===== config.mk =====
export PLATFORM = sky130hd
export DESIGN_NAME = stl_cell
export DESIGN_NICKNAME = d
export VERILOG_FILES = /design/src/design/assert_macros.svh /design/src/design/stl_pkg.sv /design/src/design/stl_cell.sv
export SDC_FILE = /design/constraint.sdc
export NUM_CORES = 1
export LEC_CHECK = 0
export ABC_AREA = 1
export BUFFER_PORTS_ARGS = -buffer_cell sky130_fd_sc_hd__buf_2
export CAP_MARGIN = 20
export CORE_MARGIN = 4
export CORE_UTILIZATION = 28
export DETAILED_ROUTE_END_ITERATION = 6
export HOLD_SLACK_MARGIN = 0.12
export MAX_ROUTING_LAYER = met4
export PLACE_DENSITY = 0.58
export SLEW_MARGIN = 30
export SYNTH_ARGS = -nofsm -noshare
export SYNTH_HDL_FRONTEND = slang
export SYNTH_SLANG_ARGS = --single-unit

===== constraint.sdc =====
create_clock -name clk -period 4.6 [get_ports clk]
set_clock_uncertainty 0.2 [all_clocks]
set_input_delay 0.23 -clock clk [delete_from_list [all_inputs] [get_ports clk]]
set_output_delay 0.23 -clock clk [all_outputs]
set_load 0.005 [all_outputs]

===== src/design/assert_macros.svh =====
// assertion macros shared by the sorted tag list design
`ifndef ASSERT_MACROS_SVH
`define ASSERT_MACROS_SVH

// condition holds in the same cycle as the trigger
`define STL_ASSERT_SAME(label, trig, cond) \
    label: assert property (@(posedge clk) disable iff (!rst_n) (trig) |-> (cond)) \
        else $error("sorted tag list check failed");

// condition holds in the cycle after the trigger
`define STL_ASSERT_NEXT(label, trig, cond) \
    label: assert property (@(posedge clk) disable iff (!rst_n) (trig) |=> (cond)) \
        else $error("sorted tag list check failed");

`endif


===== src/design/stl_pkg.sv =====
// types and codes shared by the sorted tag list modules
`default_nettype none

package stl_pkg;

    localparam logic [1:0] OP_INSERT = 2'd0;
    localparam logic [1:0] OP_REMOVE = 2'd1;
    localparam logic [1:0] OP_SEARCH = 2'd2;

    localparam int TAG_W   = 32;
    localparam int COUNT_W = 7;

    typedef struct packed {
        logic [1:0]              operation;
        logic signed [TAG_W-1:0] tag;
    } request_t;

    typedef struct packed {
        logic               hit;
        logic               full_reject;
        logic [COUNT_W-1:0] count;
    } response_t;

    // broadcast to every cell for the beat being applied
    typedef struct packed {
        logic insert;
        logic remove;
    } cell_ctl_t;

endpackage

`default_nettype wire


===== src/design/stl_cell.sv =====
// one cell of the sorted chain: holds a tag and shifts towards either neighbour
`default_nettype none

module stl_cell (
    input  wire logic                              clk,
    input  wire logic                              rst_n,
    input  wire stl_pkg::cell_ctl_t                ctl,
    input  wire logic signed [stl_pkg::TAG_W-1:0]  key,
    input  wire logic                              left_lt,
    input  wire logic                              left_valid,
    input  wire logic signed [stl_pkg::TAG_W-1:0]  left_tag,
    input  wire logic                              right_valid,
    input  wire logic signed [stl_pkg::TAG_W-1:0]  right_tag,
    output logic                                   lt,
    output logic                                   eq,
    output logic                                   valid,
    output logic signed [stl_pkg::TAG_W-1:0]       tag
);

    logic                             valid_reg;
    logic                             valid_next;
    logic signed [stl_pkg::TAG_W-1:0] tag_reg;
    logic signed [stl_pkg::TAG_W-1:0] tag_next;

    assign lt    = valid_reg && ($signed(tag_reg) < $signed(key));
    assign eq    = valid_reg && (tag_reg == key);
    assign valid = valid_reg;
    assign tag   = tag_reg;

    // cells holding smaller tags stay put, the rest move
    always_comb
    begin
        valid_next = valid_reg;
        tag_next   = tag_reg;
        if (ctl.insert && !lt)
        begin
            if (left_lt)
            begin
                valid_next = 1'b1;
                tag_next   = key;
            end
            else
            begin
                valid_next = left_valid;
                tag_next   = left_tag;
            end
        end
        else if (ctl.remove && !lt)
        begin
            valid_next = right_valid;
            tag_next   = right_tag;
        end
    end

    always_ff @(posedge clk or negedge rst_n)
    begin
        if (!rst_n)
        begin
            valid_reg <= 1'b0;
        end
        else
        begin
            valid_reg <= valid_next;
        end
    end

    always_ff @(posedge clk)
    begin
        tag_reg <= tag_next;
    end

endmodule

`default_nettype wire

==> flow_metrics.tcl, run 1 <==
set metrics [dict create \
    synth.area.top_cells "edfxtp_1 36%, ha_1 15%, nand2_1 14%" \
    cap_viol_max_count 0 \
    final_layout_size_suffix_gt1_frac 0.3412 \
    post-route-drc-count 0 \
    synth.lib_cells_used.distinct 25 \
    tritoncts "yes" \
    maximum_fanout_along_the_worst_path 33 \
    max-clock-path-buffers 2 \
    critical_path.most_common_cell "nand2_1" \
    crit-reg2reg-capture "valid" \
    cts_inserted_buffers 5 \
    buffer_ports.inserted 137 \
    cts_root_buf "clkbuf_8" \
    setup_viol 0 \
    wirelength_um 7319 \
    cts.clk_slew.worst_paths_ns 0.07 \
    postSynthAreaPerCell_um2 8.061 \
    worst_slew_pin_slew_ns 0.7206 \
    synth.yosys.warnings 0 \
    most_frequent_standard_cell_in_the_layout_excluding_fill_and_tap_cells "buf_2" \
    synth_fp_nets 467 \
    setup.reg_to_reg.worst_slack_ns 1.00 \
    min_period_ns 3.599 \
    worst_setup_path_start_kind "flop" \
    netlist.area_leader.share 0.3590 \
    drtAntennaViolNets 0 \
    clkLatencyLatePin_ns 0.28 \
    boundaryPins 138 \
    timing.critical_path.to_type "flop" \
    worst_path_max_delay_cell "nand2_2" \
    placedCellCount 585 \
    hp-start "left_tag[27]" \
    finalNonFillerCells 639 \
    hold_path_depth 3 \
    ff2ff_path_depth 14 \
    cts_sinks 33 \
    grt_pass1_wl_um 11690 \
    arrival_ns 3.57 \
    nNetsFinal 644 \
    ctsResizeCount 0 \
    antenna-diode-count 0 \
    worst_hold_path.endpoint "tag[27]" \
    vias_in_the_first_global_route 2627 \
    post_cts.repair.setup_buffers 0 \
    synthesis_stage_register_bit_count 33 \
    num_vias 2738 \
    syn_to_final_growth_pct 50.30 \
    worstReg2RegStart "tag[31]" \
    clock.fmax_mhz 277.8 \
    worst_hold_path_type "input pin to flop" \
    final_min_period_over_clock_period 0.7824 \
    dr.first_iter.drc_count 69 \
    layout_common_cells "136 x buf_2, 103 x nand2_1, 45 x dlygate4sd3_1" \
    synth_area_um2 2676 \
    grt-ovfl-total 0 \
    critPathKind "flop to flop" \
    cellPowerDensity_nw_per_um2 467.7 \
    crit_chain "ha_1 > nand2_1 > nor2_2 > nand2_1 > nor4_2 > nand2_1 > nand3_2 > nand3_2 > nand2_2 > buf_12 > nand2_1 > nand3_1 > dlygate4sd3_1 > nand2_1" \
    max_reg_flops 32 \
    totalNegativeSetupSlack_ns 0 \
    unrepaired_setup_endpoints_after_global_routing "false" \
    cts-hold-fix-buffers 45 \
    report.final.hold_viol_count 0 \
    worst_ir_drop_vdd_mv 0.1598 \
    result_of_the_run "finished, final reports clean" \
    die_y_um 105.8 \
    yosysTopAreaCell "edfxtp_1" \
    die_w_um 105.8 \
    placeableCoreArea_um2 9284 \
    globalRouteTotalUtil 0.1311 \
    floorplan.die_area_um2 11190 \
    slowest_delay_ns 0.55 \
    initial_antenna_violation_count 0 \
    route.detailed.vias_per_inst 4.285 \
    largest_net_degree_at_the_start_of_global_routing 65 \
    rows 35 \
    worst_ep_required_time_ns 4.57 \
    detail_route.wl_per_cell_um 11.45 \
    syn_inst 332 \
    gp_congestion 0.7407 \
    slew-limit-headroom 0.5179 \
    p_leak_nw 2.069 \
    initial_utilization 0.2883 \
    firstDrtPassIters 4 \
    ys_seq_area_frac 0.3684 \
    place.detailed.hpwl_um 5592 \
    report.final.slew_viol_count 0 \
    ctsHtreeMaxLevel 2 \
]
-- Yosys cell counts --
cell type,n
clkbuf_2,1
edfxtp_1,32
dfrtp_1,1
a21o_1,1
nand4_1,2
inv_1,43
o21ai_0,34
nand2_1,103
clkbuf_1,4
a21oi_1,14
nand3_2,2
nor3_1,2
nand2_2,1
ha_1,32
nor2_2,1
mux2_2,1
buf_6,6
buf_1,3
and3_1,1
o21ai_1,9
nand3_1,4
o21a_1,2
o21ai_2,22
nor2_1,10
nor4_2,1
-- worst max-delay path, delay by kind of cell, from the launching register on --
family,cells,cell delay (ns)
and+or+nand+nor,11,1.68
adders and majority gates,1,0.37
DFF,1,0.41
buffers and inverters,2,0.84
-- worst max path at each step --
stage | from | end | slack, ns
after floorplan | tag[31] | tag[0] | 1.10
after global placement | tag[31] | tag[0] | 1.44
after detailed placement | tag[31] | tag[0] | 1.35
after CTS | tag[31] | valid | 0.90
after global routing | tag[31] | valid | 0.70
final | tag[31] | valid | 1.00
-- power by group --
part	total, mW	internal (mW)	switching (mW)	leakage [nW]
logic	1.01	0.461	0.546	1.69
registers	0.648	0.560	0.0879	0.331
clock network	0.227	0.122	0.105	0.0455
-- per-stage QoR --
stage | hold WS (ns) | setup slack, ns | util | area (um2) | power (mW)
after CTS | 0.1211 | 0.9006 | 0.4301 | 3993 | 1.890
final | 0.1271 | 1.001 | 0.4333 | 4023 | 1.882
after detailed placement | -0.1883 | 1.354 | 0.3718 | 3452 | 1.580
after floorplan | -0.2656 | 1.104 | - | 2676 | 1.251
after global placement | -0.1901 | 1.441 | 0.3718 | 3452 | 1.562
after global routing | 0.1348 | 0.6956 | 0.4333 | 4023 | 2.083
-- kinds of logic (layout without fill, tap and decap cells) --
kind of cell	Yosys count	count (layout)	share of synthesized area
and+or+nand+nor	127	127	0.1936
AOI/OAI and AO/OA	82	82	0.1870
buffers and inverters	57	235	0.09723
DFF	33	33	0.3684
adders and majority gates	32	32	0.1496
muxes	1	1	0.004207
-- layout make-up --
| cell class | count | area, um2 |
|---|---|---|
| Multi-Input combinational cell | 242 | 1438 |
| Clock buffer | 8 | 90.09 |
| Tap cell | 129 | 161.4 |
| Timing Repair Buffer | 184 | 1186 |
| Fill cell | 941 | 5261 |
| Sequential cell | 33 | 985.9 |
| Inverter | 43 | 161.4 |
-- layer usage --
layer | global-route usage | wire [um] | up-vias
met3 | 0.02878 | 460 | 7
met4 | 0.03423 | 68 | 0
met5 | - | 0 | -
met1 | 0.1534 | 3184 | 1181
met2 | 0.2281 | 3606 | 93
li1 | - | - | 1457
(Power assumes the default switching activity.)
==> run 2: changes to the inputs <==
==> constraint.sdc (replaced) <==
create_clock -name clk -period 3.7 [get_ports clk]
set_clock_uncertainty 0.2 [all_clocks]
set_input_delay 0.185 -clock clk [delete_from_list [all_inputs] [get_ports clk]]
set_output_delay 0.185 -clock clk [all_outputs]
set_load 0.005 [all_outputs]
==> flow_metrics.tcl, run 2 (same netlist as run 1, synthesis figures left out) <==
set metrics [dict create \
    finalNonFillerCells 664 \
    cts-hold-fix-buffers 69 \
    grt_pass1_wl_um 12190 \
    die_w_um 105.8 \
    most_frequent_standard_cell_in_the_layout_excluding_fill_and_tap_cells "buf_2" \
    die_y_um 105.8 \
    timing.critical_path.to_type "flop" \
    min_period_ns 3.356 \
    p_leak_nw 2.165 \
    worst_hold_path.endpoint "valid" \
    worst_ep_required_time_ns 3.72 \
    cell_internal_pwr_mw 1.498 \
    dr.first_iter.drc_count 76 \
    maximum_fanout_along_the_worst_path 17 \
    globalRouteTotalUtil 0.1364 \
    switching_power_mw 0.9377 \
    initial_utilization 0.2883 \
    report.final.slew_viol_count 0 \
    drtAntennaViolNets 0 \
    totalNegativeSetupSlack_ns 0 \
    detail_route.wl_per_cell_um 11.34 \
    route.detailed.vias_per_inst 4.328 \
    largest_net_degree_at_the_start_of_global_routing 65 \
    cap_viol_max_count 0 \
    boundaryPins 138 \
    syn_to_final_growth_pct 58.44 \
    wirelength_um 7533 \
    critPathKind "flop to flop" \
    post-route-drc-count 0 \
    grt-ovfl-total 0 \
    cts_inserted_buffers 5 \
    ctsHtreeMaxLevel 2 \
    clock.fmax_mhz 298.0 \
    nNetsFinal 669 \
    hp-start "ctl[1]" \
    arrival_ns 3.37 \
    ctsResizeCount 0 \
    place.detailed.hpwl_um 5686 \
    clock_power_share 0.107 \
    fillerInstances 977 \
    setup.reg_to_reg.worst_slack_ns 0.34 \
    worstReg2RegStart "tag[31]" \
    num_vias 2874 \
    max_reg_flops 32 \
    slew-limit-headroom 0.6203 \
    firstDrtPassIters 4 \
    initial_antenna_violation_count 0 \
    ff2ff_path_depth 15 \
    placedCellCount 587 \
    post_cts.repair.setup_buffers 0 \
    max-clock-path-buffers 2 \
    antenna-diode-count 0 \
    totalPowerFinal_mw 2.436 \
    worst_hold_path_type "input pin to flop" \
    unrepaired_setup_endpoints_after_global_routing "false" \
    report.final.hold_viol_count 0 \
    worst_slew_pin_slew_ns 0.5682 \
    combPwrFrac 0.564 \
    cts_sinks 33 \
    final_layout_size_suffix_gt1_frac 0.3252 \
    worst_setup_path_start_kind "flop" \
    layout_common_cells "136 x buf_2, 103 x nand2_1, 69 x dlygate4sd3_1" \
    placed_area_um2 3467 \
    final_min_period_over_clock_period 0.9071 \
    tritoncts "yes" \
    vias_in_the_first_global_route 2792 \
    cellPowerDensity_nw_per_um2 574.5 \
    result_of_the_run "finished, final reports clean" \
    gp_congestion 0.7741 \
    placeableCoreArea_um2 9284 \
    floorplan.die_area_um2 11190 \
    crit-reg2reg-capture "valid" \
    p_sw_frac 0.3850 \
    cts_root_buf "clkbuf_8" \
    setup_viol 0 \
    p_seq_frac 0.329 \
    clkLatencyLatePin_ns 0.28 \
    worst_ir_drop_vdd_mv 0.2004 \
    finish.instance_area_um2 4240 \
    rows 35 \
    cts.clk_slew.worst_paths_ns 0.07 \
    buffer_ports.inserted 137 \
    hold_path_depth 4 \
]
## run 2: stage by stage
stage | utilization | setup slack, ns | hold slack (ns)
detailed placement | 0.3735 | 0.7324 | -0.2317
CTS | 0.4565 | 0.2679 | 0.1709
floorplan | - | 0.2043 | -0.3106
global route | 0.4567 | 0.03844 | 0.2428
global placement | 0.3735 | 0.8474 | -0.2341
finish | 0.4567 | 0.3437 | 0.1904
## run 2: per-layer routing
layer	wire length, um	global-route usage	share of wire
met1	3084	0.1457	0.41
met2	3814	0.2445	0.51
met4	153	0.04625	0.020
met5	0	-	0
met3	480	0.03552	0.064
## run 2: cell type report
class	count	area, um2	share of cell area
Sequential cell	33	985.9	0.2325
Tap cell	129	161.4	0.03806
Inverter	43	161.4	0.03806
Multi-Input combinational cell	242	1438	0.3390
Clock buffer	8	80.08	0.01888
Timing Repair Buffer	209	1414	0.3334
## run 2: worst max path at each step
stage               startpoint  endpoint  slack (ns)  depth (start not counted)
global route           tag[31]     valid        0.04                         15
CTS                    tag[31]     valid        0.27                         15
floorplan              tag[31]    tag[0]        0.20                         11
finish                 tag[31]     valid        0.34                         15
detailed placement     tag[31]    tag[0]        0.73                         12
global placement       tag[31]    tag[0]        0.85                         12
## run 2: critical path: stages (launching register included)
cell           delay (ns)
edfxtp_1             0.39
ha_1                 0.36
nand2_1              0.10
nor2_2               0.12
nand2_1              0.09
nor4_2               0.24
nand2_1              0.14
nand2_1              0.08
nand2_1              0.07
inv_1                0.06
nor2_1               0.07
nor2_4               0.45
buf_12               0.23
nand3_1              0.08
dlygate4sd3_1        0.56
nand2_1              0.06
## run 2: power by group through the flow
stage          combinational [mW]  sequential (mW)  clock, mW
2_1_floorplan               0.726            0.830          0
3_3_place_gp                 1.17            0.797          0
3_5_place_dp                 1.18            0.812          0
4_1_cts                      1.40            0.804      0.277
5_1_grt                      1.58            0.827      0.290
6_report                     1.37            0.802      0.260
